`config.mk`:
```
export PLATFORM = sky130hd
export DESIGN_NAME = card_number_luhn_classifier_unit
export DESIGN_NICKNAME = d
export VERILOG_FILES = /design/src/rtl/lcls_pkg.sv /design/src/rtl/lcls_bcd_step.sv /design/src/rtl/card_number_luhn_classifier_unit.sv
export SDC_FILE = /design/constraint.sdc
export NUM_CORES = 1
export LEC_CHECK = 0
export ABC_CLOCK_PERIOD_IN_PS = 14100
export BUFFER_PORTS_ARGS = -buffer_cell sky130_fd_sc_hd__buf_2
export CAP_MARGIN = 20
export CORE_MARGIN = 10
export CORE_UTILIZATION = 55
export DETAILED_ROUTE_END_ITERATION = 16
export HOLD_SLACK_MARGIN = 0.15
export PLACE_DENSITY = 0.74
export SETUP_SLACK_MARGIN = 0.3
export SYNTH_ARGS = -nofsm -noshare
export SYNTH_HDL_FRONTEND = slang
export SYNTH_SLANG_ARGS = --single-unit
export TNS_END_PERCENT = 50
```
`constraint.sdc`:
```
create_clock -name clk -period 14.1 [get_ports clk]
set_input_delay 1.41 -clock clk [delete_from_list [all_inputs] [get_ports clk]]
set_output_delay 1.41 -clock clk [all_outputs]
set_load 0.02 [all_outputs]
```
`src/rtl/lcls_pkg.sv`:
```
// Package for the card number Luhn classifier.
// Holds the sequencer state type, sizes and brand codes; no dependencies.

package lcls_pkg;

  // Input word and its decimal image
  localparam int unsigned NUM_BITS   = 63;
  localparam int unsigned NUM_DIGITS = 19;
  localparam int unsigned BCD_W      = 4 * NUM_DIGITS;

  // Brand codes on card_kind
  localparam logic [1:0] KIND_INVALID = 2'd0;
  localparam logic [1:0] KIND_AMEX    = 2'd1;
  localparam logic [1:0] KIND_MASTER  = 2'd2;
  localparam logic [1:0] KIND_VISA    = 2'd3;

  // Valid lengths in digits
  localparam logic [4:0] LEN_SHORT = 5'd13;
  localparam logic [4:0] LEN_MID   = 5'd15;
  localparam logic [4:0] LEN_LONG  = 5'd16;

  // Sequencer states
  typedef enum logic [1:0] {
    S_IDLE,
    S_CONV,
    S_SCAN,
    S_DONE
  } state_t;

endpackage

```
`src/rtl/lcls_bcd_step.sv`:
```
// One shift-and-add-3 step of the binary to BCD conversion.
// Depends on lcls_pkg for the BCD width.

module lcls_bcd_step
  import lcls_pkg::*;
(
  input  logic [BCD_W-1:0] bcd_in,
  input  logic             bit_in,
  output logic [BCD_W-1:0] bcd_out
);

  logic [BCD_W-1:0] adj;

  // Add 3 to every digit of 5 or more, then shift the next binary bit in
  always_comb begin
    for (int i = 0; i < NUM_DIGITS; i++) begin
      if (bcd_in[4*i +: 4] >= 4'd5) begin
        adj[4*i +: 4] = bcd_in[4*i +: 4] + 4'd3;
      end else begin
        adj[4*i +: 4] = bcd_in[4*i +: 4];
      end
    end
    bcd_out = {adj[BCD_W-2:0], bit_in};
  end

endmodule

```
`src/rtl/card_number_luhn_classifier_unit.sv`:
```
// Card number Luhn classifier: 63-bit binary in, brand, Luhn flag and digit count out.
// Each number goes through 63 conversion steps, then 19 digit scan steps, then a load of
// the output register. A new number is accepted only after the previous result is loaded.
// The conversion is paced by the shared BCD shift unit taking one input bit a cycle.
// in_tready is high only when idle, and a stalled result holds the sequencer in its
// last state until the output register frees.
// Reset (rst_n low, synchronous) returns the sequencer to idle and drops out_tvalid.
// Uses lcls_pkg and lcls_bcd_step.

module card_number_luhn_classifier_unit
  import lcls_pkg::*;
(
  input  logic        clk,
  input  logic        rst_n,
  input  logic        in_tvalid,
  output logic        in_tready,
  input  logic [63:0] in_tdata,   // [62:0] card_number, [63] zero pad
  output logic        out_tvalid,
  input  logic        out_tready,
  output logic [7:0]  out_tdata   // [1:0] card_kind, [2] luhn_ok, [7:3] digit_count
);

  state_t             state_r, state_nxt;
  logic [NUM_BITS-1:0] num_r, num_nxt;
  logic [BCD_W-1:0]   bcd_r, bcd_nxt, bcd_step;
  logic [5:0]         idx_r, idx_nxt;
  logic [3:0]         sum_r, sum_nxt;
  logic [4:0]         count_r, count_nxt;
  logic [3:0]         lead_r, lead_nxt;
  logic [3:0]         second_r, second_nxt;
  logic [3:0]         prev_r, prev_nxt;
  logic               out_valid_r, out_valid_nxt;
  logic [7:0]         out_data_r, out_data_nxt;

  logic [3:0] digit;
  logic [4:0] dbl;
  logic [3:0] weight;
  logic [4:0] acc;
  logic       ok;
  logic       len_ok;
  logic [1:0] kind;
  logic       out_free;

  lcls_bcd_step u_step (
    .bcd_in  (bcd_r),
    .bit_in  (num_r[NUM_BITS-1]),
    .bcd_out (bcd_step)
  );

  // Luhn weight of the digit under scan, running sum kept modulo ten
  always_comb begin
    digit = bcd_r[3:0];
    dbl   = {digit, 1'b0};
    if (idx_r[0]) begin
      weight = (dbl > 5'd9) ? 4'(dbl - 5'd9) : dbl[3:0];
    end else begin
      weight = digit;
    end
    acc = {1'b0, sum_r} + {1'b0, weight};
  end

  // Classify once the scan is finished
  always_comb begin
    ok     = (sum_r == 4'd0);
    len_ok = (count_r == LEN_SHORT) || (count_r == LEN_MID) || (count_r == LEN_LONG);
    kind   = KIND_INVALID;
    if (ok && len_ok) begin
      priority if (lead_r == 4'd3 && (second_r == 4'd4 || second_r == 4'd7)) begin
        kind = KIND_AMEX;
      end else if (lead_r == 4'd5 && second_r >= 4'd1 && second_r <= 4'd5) begin
        kind = KIND_MASTER;
      end else if (lead_r == 4'd4) begin
        kind = KIND_VISA;
      end else begin
        kind = KIND_INVALID;
      end
    end
  end

  assign out_free = !out_valid_r || out_tready;

  // Sequencer: convert, scan digits, hand result to the output register
  always_comb begin
    state_nxt     = state_r;
    num_nxt       = num_r;
    bcd_nxt       = bcd_r;
    idx_nxt       = idx_r;
    sum_nxt       = sum_r;
    count_nxt     = count_r;
    lead_nxt      = lead_r;
    second_nxt    = second_r;
    prev_nxt      = prev_r;
    out_valid_nxt = out_valid_r && !out_tready;
    out_data_nxt  = out_data_r;
    in_tready     = (state_r == S_IDLE);

    unique case (state_r)
      S_IDLE: begin
        if (in_tvalid) begin
          num_nxt   = in_tdata[NUM_BITS-1:0];
          bcd_nxt   = '0;
          idx_nxt   = '0;
          state_nxt = S_CONV;
        end
      end
      S_CONV: begin
        bcd_nxt = bcd_step;
        num_nxt = {num_r[NUM_BITS-2:0], 1'b0};
        if (idx_r == 6'(NUM_BITS - 1)) begin
          idx_nxt    = '0;
          sum_nxt    = '0;
          count_nxt  = '0;
          lead_nxt   = '0;
          second_nxt = '0;
          prev_nxt   = '0;
          state_nxt  = S_SCAN;
        end else begin
          idx_nxt = idx_r + 6'd1;
        end
      end
      S_SCAN: begin
        sum_nxt  = (acc >= 5'd10) ? 4'(acc - 5'd10) : acc[3:0];
        prev_nxt = digit;
        if (digit != 4'd0) begin
          count_nxt  = 5'(idx_r + 6'd1);
          lead_nxt   = digit;
          second_nxt = prev_r;
        end
        bcd_nxt = {4'd0, bcd_r[BCD_W-1:4]};
        if (idx_r == 6'(NUM_DIGITS - 1)) begin
          state_nxt = S_DONE;
        end else begin
          idx_nxt = idx_r + 6'd1;
        end
      end
      S_DONE: begin
        if (out_free) begin
          out_valid_nxt = 1'b1;
          out_data_nxt  = {count_r, ok, kind};
          state_nxt     = S_IDLE;
        end
      end
      default: state_nxt = S_IDLE;
    endcase
  end

  // Hold control state under reset
  always_ff @(posedge clk) begin
    if (!rst_n) begin
      state_r     <= S_IDLE;
      out_valid_r <= 1'b0;
    end else begin
      state_r     <= state_nxt;
      out_valid_r <= out_valid_nxt;
    end
  end

  // Advance datapath registers
  always_ff @(posedge clk) begin
    num_r      <= num_nxt;
    bcd_r      <= bcd_nxt;
    idx_r      <= idx_nxt;
    sum_r      <= sum_nxt;
    count_r    <= count_nxt;
    lead_r     <= lead_nxt;
    second_r   <= second_nxt;
    prev_r     <= prev_nxt;
    out_data_r <= out_data_nxt;
  end

  assign out_tvalid = out_valid_r;
  assign out_tdata  = out_data_r;

endmodule
```
## Word-level counts from Yosys, hierarchy flattened

Index checks and enable logic that the tools add are counted.

- Word-level logic and storage cells: 154
- Output and inout port bits: 10
- Register bits: 177
- Input bits: 68

- $lt $le $gt $ge: 23
- Reduce and logical (&&, ||, !) cells: 25
- Bitwise logic cells: 1
- Equal/unequal tests: 19
- Add/subtract/negate cells: 23
- Muxes and demuxes: 50

Operator list:

| cell | count |
|---|---|
| 76-bit one-hot mux with 3 select lines | 1 |
| 63-bit one-hot mux with 2 select lines | 1 |
| 4-bit two-way mux | 24 |
| 4-bit by 3-bit greater-or-equal comparator with 1-bit output, second input constant | 19 |
| 76-bit two-way mux | 1 |
| 4-bit by 2-bit adder with 4-bit output, second input constant | 18 |
| 63-bit two-way mux | 1 |
| 4-bit one-hot mux with 2 select lines | 4 |
| 6-bit two-way mux | 3 |
| 6-bit one-hot mux with 3 select lines | 1 |
| 4-bit by 3-bit == test with 1-bit output, second input constant | 4 |
| 2-bit two-way mux | 6 |
| 2-bit inequality test, second input constant | 6 |
| 5-bit by 4-bit == test with 1-bit output, second input constant | 2 |
| 5-bit two-way mux | 2 |
| 5-bit one-hot mux with 2 select lines | 1 |
| 2-bit one-hot mux with 4 select lines | 1 |
| 2-bit AND reduction | 4 |
| 4-bit subtractor, second input constant | 2 |
| 6-bit by 1-bit adder with 6-bit output, second input constant | 1 |
| 6-bit by 5-bit == test with 1-bit output, second input constant | 1 |
| 6-bit == test, second input constant | 1 |
| 3-bit AND reduction | 2 |
| 4-bit by 4-bit adder with 5-bit output | 1 |
| other kinds (22) | 34 |

## Logic depth before layout (Yosys ltp)

Gate-level depths: netlist (run 1).

- Depth in word-level cells: 7
- Mapped depth: 15
- Depth with buffers taken out: 15

## Hierarchy

A second synthesis (run 1) with hierarchy kept.

- Cell total of the unflattened synthesis: 777
- Area, all modules: 9,570.4 sq um

By module, submodules not included:

| module | cells each | seq. area each (sq um) | times used | area each (sq um) |
|---|---|---|---|---|
| card_number_luhn_classifier_unit | 476 | 5,285.1 | 1 | 7,657.3 |
| lcls_bcd_step | 301 | 0.0 | 1 | 1,913.1 |

## Worst setup path before layout (run 1)

Ideal clock, no wire load.

- Path type: input to register
- From: input port in_tvalid
- To: register idx_r[0] (enable)
- Arrival time: 5.144 ns
- Required time: 13.779 ns
- Path slack: 8.635 ns
- Cell stages on the path: 3
- Setup time: 0.321 ns
- Buffers on the path: 0
- Cells stage by stage: nor2b_1 -> nor2_1 -> o21a_1

- Longest elaborated chain between the ends: 2

RTL lines:

| what | line | RTL |
|---|---|---|
| start, declared | card_number_luhn_classifier_unit.sv:15 | `input logic in_tvalid,` |
| 2-bit inequality test (no line) | n/a |  |
| 3-bit AND reduction (no line) | n/a |  |
| end signal, assigned | card_number_luhn_classifier_unit.sv:162 | `idx_r <= idx_nxt;` |
| end, declared | card_number_luhn_classifier_unit.sv:26 | `logic [5:0] idx_r, idx_nxt;` |

Every way passes these cells.
A chain may end at the register's enable or synchronous reset.

## Final worst setup path (run 1)

- From: register bcd_r[0]
- To: register sum_r[2], data pin

- Longest elaborated chain between the ends: 7
- Elaborated cells between the ends (all ways): 9
- Classes of those cells: add/sub (3); order compare (2); mux (4)

RTL lines:

| what | line | RTL |
|---|---|---|
| start, declared | card_number_luhn_classifier_unit.sv:25 | `logic [BCD_W-1:0] bcd_r, bcd_nxt, bcd_step;` |
| start signal, assigned | card_number_luhn_classifier_unit.sv:161 | `bcd_r <= bcd_nxt;` |
| 4-bit subtractor or 5-bit by 4-bit > comparator with 1-bit output (tied branches) | card_number_luhn_classifier_unit.sv:55 | `weight = (dbl > 5'd9) ? 4'(dbl - 5'd9) : dbl[3:0];` |
| 4-bit two-way mux | card_number_luhn_classifier_unit.sv:55 |  |
| 4-bit two-way mux * | card_number_luhn_classifier_unit.sv:54 | `if (idx_r[0]) begin` |
| 4-bit by 4-bit adder with 5-bit output * | card_number_luhn_classifier_unit.sv:59 | `acc = {1'b0, sum_r} + {1'b0, weight};` |
| 4-bit subtractor or 5-bit by 4-bit greater-or-equal comparator with 1-bit output (tied branches) | card_number_luhn_classifier_unit.sv:122 | `sum_nxt = (acc >= 5'd10) ? 4'(acc - 5'd10) : acc[3:0];` |
| 4-bit two-way mux * | card_number_luhn_classifier_unit.sv:122 |  |
| 4-bit one-hot mux with 2 select lines * | card_number_luhn_classifier_unit.sv:97 | `unique case (state_r)` |
| end signal, assigned | card_number_luhn_classifier_unit.sv:163 | `sum_r <= sum_nxt;` |
| end, declared | card_number_luhn_classifier_unit.sv:27 | `logic [3:0] sum_r, sum_nxt;` |

Every way passes the cells marked *; elsewhere a longest branch is shown, timed or not.

==> results of run 1 <==
per-stage QoR:
stage | setup WS (ps) | utilization, % | hold WS, ps | total power, mW | area (um^2)
after detailed placement | 10470 | 59.83 | 445.8 | 1.996 | 9922
after global routing | 10070 | 63.27 | 475.2 | 2.628 | 10490
after global placement | 10650 | 59.83 | 442.5 | 1.918 | 9922
after CTS | 10380 | 63.21 | 462.4 | 2.460 | 10480
after floorplan | 8635 | - | 426.8 | 1.777 | 9335
final | 10340 | 63.27 | 466.9 | 2.452 | 10490
routing by layer:
layer	up-vias	track usage [%]	wire length [um]
li1	3012	-	-
met1	2943	17.43	7262
met2	101	28.40	9144
met3	21	4.382	748
met4	0	5.151	250
met5	-	0	0
power by group:
group          total (mW)  switching (mW)  internal, mW
clock               0.456           0.208         0.248
sequential           1.07           0.171         0.901
combinational       0.924           0.539         0.385
logic make-up after synthesis:
| family | share of synthesized area (%) |
|---|---|
| flops | 56.61 |
| buf+inv | 3.176 |
| mux | 7.921 |
| xor+xnor | 3.753 |
| simple gates | 10.53 |
| compound gates | 11.22 |
| fa+ha+maj | 6.782 |
path summary, 6_finish.rpt:
check	slack, ps	startpoint	endpoint
worst min register to register	470	count_r[1]$_SDFFCE_PN0P_	out_tdata[4]$_DFFE_PP_
worst max-delay path	10340	bcd_r[0]$_DFFE_PP_	sum_r[2]$_SDFFCE_PN0P_
worst min-delay path	470	count_r[1]$_SDFFCE_PN0P_	out_tdata[4]$_DFFE_PP_
worst max register to register	10340	bcd_r[0]$_DFFE_PP_	sum_r[2]$_SDFFCE_PN0P_
critical path, delay by kind of cell (launching register included):
kind / cells / cell delay (ps)
xor+xnor: 2 / 390
flops: 1 / 460
compound gates: 6 / 1150
simple gates: 1 / 80
fa+ha+maj: 3 / 1030
buf+inv: 3 / 370
Yosys cell counts (2+ instances only):
library cell    n
xor2_1         17
inv_1          47
dfxtp_1         3
o31ai_1        15
buf_1           6
mux2_2         63
nor4_1          2
nor3b_1        22
nor2b_1         6
and2_1          9
edfxtp_1      174
nand2_1        84
nor2_1         42
buf_2           9
o21ai_0        80
a21oi_1        68
ha_1           49
o31a_1          2
mux2i_1         3
clkbuf_1       14
a21o_1          4
nand3b_1        2
o21a_1          2
nand2b_1       20
xnor2_1        23
a211oi_1        3
nand3_1         3
nor3_1          4
state kept, by name, summed over array words and instances, names as in the netlist:
register	cells
bcd_r	76
num_r	63
out_tdata	8
idx_r	6
count_r	5
lead_r	4
prev_r	4
second_r	4
sum_r	4
state_r	2
out_tvalid	1
final cells by class:
class,count,area (um^2)
clock buffer,20,436.7
antenna,1,2.502
fill,1279,6091
multi-input combinational,541,3767
timing repair buffer,82,425.4
tap,220,275.3
inverter,47,176.4
sequential,177,5285
clock inverter,12,123.9
==> out/qor.csv, run 1 <==
metric,value,unit
post-CTS setup buffer count,0,
Gate Count Post-Synth,794,
CP endpoint kind,flop,
"leading cell type in the layout, fill and taps excluded",edfxtp_1,
"EDFF count, synth",174,
cell mode on critical path,inv_1,
die area,0.02258,mm^2
Tcrit/Tclk final,26.68,%
HP Class,reg -> reg,
status,"complete, no violations",
syn nets,912,
DP Cell Count,1066,
RSZ-0062 raised after global routing,no,
total CTS buffers,17,
vias in the first global route,6319,
clock-pin slew on the worst setup and hold paths,70,ps
Starting DRT DRC Count,317,
PortBufs,76,
Worst EP arrival,3920,ps
final wirelength,17.41,mm
Yosys reg bits,177,
total gr overflow,0,
routed len/inst,15.82,um
Die X,150.3,um
Post-DRT Antenna Nets,0,
Final nets,984,
area grow syn2layout,12.40,%
layout cells sized above 1,21.05,%
worst-margin pin slew,1016,ps
Post-CTS Hold Buffers,0,
clock root cell,clkbuf_16,
Die Span Y,150.3,um
RePlAce Congestion,0.8153,
leakage power,3.849,nW
fin crit period,3762,ps
PwrDens,233.7,mW/mm^2
Setup TNS Final,0,ps
worst stage delay on the critical path,460,ps
DR vias/cell,5.525,
I/O pin cnt,78,
GR Util All Layers,15.72,%
cell area after synthesis,0.009335,mm^2
clk_skew,7.429,ps
Mean Syn Cell Area,11.76,um^2
CTS Buffer Depth,2,
initial antenna violation count,1,
final setup fails,0,
final hold violations,0,
relative slew slack,32.26,%
drt drc,0,
# H-tree levels,4,
clk_lat worst skew,430,ps
Hold Path Cell Cnt,0,
Initial Util,56.29,%
Synth top area share,55.97,%
row count,47,
Pre-antenna DRT Iters,5,
Crit-path slowest cell,edfxtp_1,
crit path max fanout,7,
sequential area share after synthesis,56.61,%
crit-path cells,inv_1 > ha_1 > inv_1 > a21oi_1 > xnor2_1 > nand2_1 > a21boi_0 > fa_1 > xnor2_1 > inv_1 > ha_1 > o31a_1 > a21o_1 > a21oi_1 > o32ai_2,
yosys warns,0,
synth unique cells,46,
detailed-placement wirelength estimate,11.97,mm
worst endpoint required time,14260,ps
fin cells,1100,
Core Area,0.01658,mm^2
MaxCap Viol Count,0,
post_cts resized,0,
most frequent cells in the layout,"174 x edfxtp_1, 83 x nand2_1, 80 x o21ai_0",
main flop type after synthesis,edfxtp_1,
Synth area leaders,"edfxtp_1 56%, mux2_2 7.6%, ha_1 6.6%",
largest area contributor in the netlist,edfxtp_1,
via count,6077,
largest net degree at the start of global routing,78,
nature of the critical path startpoint,flop,
first-pass GRT wire length,29.14,mm
CTS tree,yes,
Num Clock Sinks,177,
worst-case vdd ir drop,112.9,uV
Async SR Flop Fraction,0,%
Fmax,0.2659,GHz
Final Max Tran Viols,0,
Reg2Reg Depth,15,
Setup CP Type,reg -> reg,
Power figures use the tool's default switching activity.
==> run 2: changes to the inputs <==
--- a/config.mk
+++ b/config.mk
@@ -5,7 +5,7 @@
 export SDC_FILE = /design/constraint.sdc
 export NUM_CORES = 1
 export LEC_CHECK = 0
-export ABC_CLOCK_PERIOD_IN_PS = 14100
+export ABC_CLOCK_PERIOD_IN_PS = 3480
 export BUFFER_PORTS_ARGS = -buffer_cell sky130_fd_sc_hd__buf_2
 export CAP_MARGIN = 20
 export CORE_MARGIN = 10
==> constraint.sdc (replaced) <==
create_clock -name clk -period 3.48 [get_ports clk]
set_input_delay 0.348 -clock clk [delete_from_list [all_inputs] [get_ports clk]]
set_output_delay 0.348 -clock clk [all_outputs]
set_load 0.02 [all_outputs]
==> out/qor.csv, run 2 (synthesized netlist as in run 1, its figures left out) <==
metric,value,unit,change
status,"complete, no violations",,unchanged
Worst EP arrival,3360,ps,was 3920 ps
total gr overflow,0,,unchanged
Core Area,0.01658,mm^2,unchanged
CTS Buffer Depth,2,,unchanged
Final Max Tran Viols,0,,unchanged
first-pass GRT wire length,29.75,mm,was 29.14 mm
GR Util All Layers,16.24,%,was 15.72%
area grow syn2layout,14.58,%,was 12.40%
Setup CP Type,reg -> reg,,unchanged
PwrDens,960.4,mW/mm^2,was 233.7 mW/mm^2
DR vias/cell,5.539,,was 5.525
Die X,150.3,um,unchanged
HP Class,in -> reg,,was reg -> reg
Final nets,997,,was 984
CP endpoint kind,flop,,unchanged
Setup TNS Final,0,ps,unchanged
RSZ-0062 raised after global routing,no,,unchanged
placed cell areas,0.009977,mm^2,was 0.009922 mm^2
worst-case vdd ir drop,513.9,uV,was 112.9 uV
Post-DRT Antenna Nets,0,,unchanged
total power,10.27,mW,was 2.452 mW
Initial Util,56.29,%,unchanged
fin worst setup slack,409.5,ps,was 10340 ps
"leading cell type in the layout, fill and taps excluded",edfxtp_1,,unchanged
row count,47,,unchanged
die area,0.02258,mm^2,unchanged
DP Cell Count,1070,,was 1066
drt drc,0,,unchanged
leakage power,3.938,nW,was 3.849 nW
Pre-antenna DRT Iters,5,,unchanged
Hold WS,204.9,ps,was 466.9 ps
max reg flops,76,,unchanged
clock root cell,clkbuf_16,,unchanged
Reg2Reg Setup Slack,410,ps,was 10340 ps
routed len/inst,16.11,um,was 15.82 um
fin cells,1114,,was 1100
clock-pin slew on the worst setup and hold paths,70,ps,about the same
Fmax,0.3257,GHz,was 0.2659 GHz
final hold violations,0,,unchanged
crit path max fanout,4,,was 7
via count,6171,,was 6077
CTS tree,yes,,unchanged
final instance area,0.01070,mm^2,was 0.01049 mm^2
RePlAce Congestion,0.8059,,was 0.8153
I/O pin cnt,78,,unchanged
final setup fails,0,,unchanged
Tcrit/Tclk final,88.23,%,was 26.68%
most frequent cells in the layout,"174 x edfxtp_1, 83 x nand2_1, 80 x o21ai_0",,unchanged
worst-margin pin slew,994.0,ps,was 1016 ps
Num Clock Sinks,177,,unchanged
vias in the first global route,6362,,was 6319
clk_skew,11.15,ps,was 7.429 ps
MaxCap Viol Count,0,,unchanged
relative slew slack,31.84,%,was 32.26%
setup slack at placement,57.30,ps,was 10470 ps
PortBufs,76,,unchanged
total CTS buffers,17,,unchanged
layout cells sized above 1,23.09,%,was 21.05%
largest register by flop count,bcd_r,,unchanged
Die Span Y,150.3,um,unchanged
# H-tree levels,4,,unchanged
clk_lat worst skew,440,ps,was 430 ps
worst endpoint required time,3770,ps,was 14260 ps
number of fillers in the final layout,1231,,was 1279
final wirelength,17.94,mm,was 17.41 mm
fin crit period,3071,ps,was 3762 ps
largest net degree at the start of global routing,78,,unchanged
initial antenna violation count,2,,was 1
detailed-placement wirelength estimate,12.23,mm,was 11.97 mm
final core utilization,64.50,%,was 63.27%
nature of the critical path startpoint,flop,,unchanged
Starting DRT DRC Count,428,,was 317
[run 2: cell count changes in the layout (fill, tap and decap cells not counted), sizes merged]
cell / delta
inv: -1
buf: +12
clkinv: +1
clkbuf: -2
diode: +1
clkinvlp: +2
dlygate4sd3: +1
[run 2: path summary, 6_finish.rpt]
path / to / cells after the start / start
worst max-delay path: sum_r[1]$_SDFFCE_PN0P_ / 15 / bcd_r[1]$_DFFE_PP_
worst min-delay path: num_r[0]$_SDFFCE_PP0P_ / 2 / in_tdata[0]
worst max register to register: sum_r[1]$_SDFFCE_PN0P_ / 15 / bcd_r[1]$_DFFE_PP_
worst min register to register: out_tdata[4]$_DFFE_PP_ / 0 / count_r[1]$_SDFFCE_PN0P_
[run 2: power breakdown]
group | internal, mW | switching [mW]
logic | 1.77 | 2.28
clock network | 1.01 | 0.868
registers | 3.64 | 0.701
[run 2: worst max-delay path, stage by stage, from the launching register on]
cell	delay, ps
edfxtp_1	420
inv_2	110
ha_4	140
inv_1	80
a21oi_4	210
xnor2_2	140
nand2_1	80
a21boi_4	160
fa_2	360
xnor2_1	150
inv_1	120
ha_4	160
o31a_1	220
o21ai_2	100
a211oi_2	270
mux2i_1	220
[run 2: final cells by class]
class / count / area (um^2) / area share (%)
Multi-Input combinational cell: 541 / 3825 / 35.76
Inverter: 47 / 176.4 / 1.649
Timing Repair Buffer: 95 / 550.5 / 5.147
Tap cell: 220 / 275.3 / 2.573
Antenna cell: 2 / 5.005 / 0.04679
Sequential cell: 177 / 5285 / 49.41
Clock inverter: 14 / 150.1 / 1.404
Clock buffer: 18 / 429.2 / 4.012
[run 2: timing repair]
action	CTS	global route
endpoints found under the hold margin	1	0
buffers inserted	2	7
setup endpoints to repair	3	3
gates resized for setup	4	9
hold buffers	1	0
pin swaps	1	5
[run 2: layer usage]
metal / part of all wire, % / wire (um) / GRT usage [%] / vias up
li1: - / - / - / 3051
met1: 41 / 7393 / 18.27 / 2983
met2: 52 / 9416 / 28.75 / 114
met3: 5.0 / 901 / 4.832 / 23
met4: 1.3 / 234 / 5.442 / 0
met5: 0 / 0 / 0 / -
==> run 3: changes to the inputs <==
--- a/config.mk
+++ b/config.mk
@@ -13,6 +13,7 @@
 export DETAILED_ROUTE_END_ITERATION = 16
 export HOLD_SLACK_MARGIN = 0.15
 export PLACE_DENSITY = 0.74
+export RECOVER_POWER = 25
 export SETUP_SLACK_MARGIN = 0.3
 export SYNTH_ARGS = -nofsm -noshare
 export SYNTH_HDL_FRONTEND = slang
==> out/qor.csv, run 3 (synthesized netlist as in run 1, its figures left out) <==
metric,value,unit,change
status,finished with violations,,"was complete, no violations"
failing checks,"capacitance limit, slew limit",,
Fmax,0.3263,GHz,was 0.3257 GHz
Final Max Tran Viols,78,,was 0
clock root cell,clkbuf_16,,unchanged
FF+latch area,0.005285,mm^2,unchanged
DR vias/cell,5.550,,was 5.539
Post-DRT Antenna Nets,0,,unchanged
Die X,150.3,um,unchanged
layout cells sized above 1,21.86,%,was 23.09%
row count,47,,unchanged
Hold Path Cell Cnt,2,,unchanged
clock-pin slew on the worst setup and hold paths,70,ps,about the same
RePlAce Congestion,0.8059,,unchanged
MaxCap Viol Count,1,,was 0
# H-tree levels,4,,unchanged
initial antenna violation count,2,,unchanged
relative slew slack,-16.23,%,was 31.84%
worst-case vdd ir drop,515.0,uV,was 513.9 uV
worst endpoint required time,3770,ps,about the same
HP Class,in -> reg,,unchanged
most frequent cells in the layout,"174 x edfxtp_1, 83 x nand2_1, 80 x o21ai_0",,unchanged
Reg2Reg Capture Point,sum_r[1]$_SDFFCE_PN0P_,,unchanged
Setup TNS Final,0,ps,unchanged
first-pass GRT wire length,29.75,mm,unchanged
WHS Endpoint,num_r[0]$_SDFFCE_PP0P_,,unchanged
I/O pin cnt,78,,unchanged
vias in the first global route,6362,,unchanged
final hold violations,0,,unchanged
total CTS buffers,17,,unchanged
fin crit period,3065,ps,was 3071 ps
routed len/inst,16.08,um,was 16.11 um
Die Span Y,150.3,um,unchanged
clk_skew,11.60,ps,was 11.15 ps
area grow syn2layout,14.25,%,was 14.58%
worst-margin pin slew,1743,ps,was 994.0 ps
leakage power,3.895,nW,was 3.938 nW
Reg2Reg Setup Slack,410,ps,about the same
largest register by flop count,bcd_r,,unchanged
die area,0.02258,mm^2,unchanged
final setup fails,0,,unchanged
CP endpoint kind,flop,,unchanged
Initial Util,56.29,%,unchanged
reg2reg start,bcd_r[1]$_DFFE_PP_,,unchanged
Multi-input gate area,0.003825,mm^2,unchanged
PortBufs,76,,unchanged
RSZ-0062 raised after global routing,no,,unchanged
total gr overflow,0,,unchanged
"leading cell type in the layout, fill and taps excluded",edfxtp_1,,unchanged
Reg2Reg Depth,15,,unchanged
Core Area,0.01658,mm^2,unchanged
Tcrit/Tclk final,88.08,%,was 88.23%
largest net degree at the start of global routing,78,,unchanged
Pre-antenna DRT Iters,5,,unchanged
Num Clock Sinks,177,,unchanged
beginning of the worst hold path,in_tdata[0],,unchanged
final wirelength,17.92,mm,was 17.94 mm
Starting DRT DRC Count,404,,was 428
crit path max fanout,4,,unchanged
Final nets,997,,unchanged
CTS tree,yes,,unchanged
Worst EP arrival,3350,ps,was 3360 ps
clk_lat worst skew,440,ps,about the same
PwrDens,962.0,mW/mm^2,was 960.4 mW/mm^2
detailed-placement wirelength estimate,12.23,mm,unchanged
via count,6183,,was 6171
CTS Buffer Depth,2,,unchanged
drt drc,0,,unchanged
GR Util All Layers,16.24,%,unchanged
final core utilization,64.31,%,was 64.50%
number of fillers in the final layout,1241,,was 1231
Setup CP Type,reg -> reg,,unchanged
nature of the critical path startpoint,flop,,unchanged
max reg flops,76,,unchanged
-- run 3: cell count changes in the layout (fill, tap and decap cells not counted), sizes merged --
| cell | previous run | this run |
|---|---|---|
| buf | 94 | 83 |
| clkbuf | 18 | 29 |
-- run 3: per-stage QoR --
stage	area [um^2]	hold slack (ps)	setup WS (ps)	total power [mW]	cells
floorplan	9343	426.8	296.0	7.175	794
global placement	9977	436.0	250.2	7.845	1070
detailed placement	9977	441.0	57.30	8.142	1070
CTS	10590	195.5	325.7	10.11	1105
global route	10660	192.0	255.2	11.00	1113
finish	10670	207.2	414.9	10.26	1114
-- run 3: how the worst max path moves through the flow --
| stage | startpoint | endpoint | slack [ps] | cells past startpoint |
|---|---|---|---|---|
| 2_1_floorplan | bcd_r[0]$_DFFE_PP_ | sum_r[2]$_SDFFCE_PN0P_ | 300 | 15 |
| 3_3_place_gp | bcd_r[0]$_DFFE_PP_ | sum_r[2]$_SDFFCE_PN0P_ | 250 | 15 |
| 3_5_place_dp | bcd_r[1]$_DFFE_PP_ | sum_r[2]$_SDFFCE_PN0P_ | 60 | 15 |
| 4_1_cts | bcd_r[1]$_DFFE_PP_ | sum_r[1]$_SDFFCE_PN0P_ | 330 | 15 |
| 5_1_grt | bcd_r[0]$_DFFE_PP_ | sum_r[1]$_SDFFCE_PN0P_ | 260 | 15 |
| 6_report | bcd_r[1]$_DFFE_PP_ | sum_r[1]$_SDFFCE_PN0P_ | 410 | 15 |
-- run 3: cell type report --
| cell class | count | share of cell area (%) |
|---|---|---|
| flip-flops and latches | 177 | 49.55 |
| multi-input cells | 541 | 35.86 |
| repair buffers | 95 | 4.869 |
| clock buffers | 18 | 4.024 |
| well taps | 220 | 2.581 |
| inverters | 47 | 1.654 |
| clock inverters | 14 | 1.408 |
| diodes | 2 | 0.04693 |
-- run 3: worst max-delay path: stages, from the launching register on --
cell and delay [ps]:
edfxtp_1 410, inv_2 110, ha_4 140, inv_1 80, a21oi_4 210, xnor2_2 140
nand2_1 80, a21boi_4 160, fa_2 360, xnor2_1 150, inv_1 120, ha_4 160
o31a_1 220, o21ai_2 100, a211oi_2 270, mux2i_1 220
-- run 3: where the power goes --
part | switching, mW | internal [mW] | leakage, nW
logic | 2.27 | 1.75 | 1.83
clock network | 0.872 | 1.01 | 0.274
registers | 0.702 | 3.66 | 1.79
-- run 3: routing by layer --
| layer | global-route usage [%] | up-vias | share of wire [%] |
|---|---|---|---|
| li1 | - | 3047 | - |
| met1 | 18.27 | 2977 | 42 |
| met2 | 28.75 | 133 | 52 |
| met3 | 4.832 | 26 | 4.8 |
| met4 | 5.442 | 0 | 1.4 |
| met5 | 0 | - | 0 |
-- run 3: what timing repair did --
item                                   4_1_cts  5_1_grt
gates resized for setup                      4        9
setup endpoints to repair                    3        3
buffers inserted                             2        7
pin swaps                                    1        5
endpoints found under the hold margin        1        0
hold buffers                                 1        0
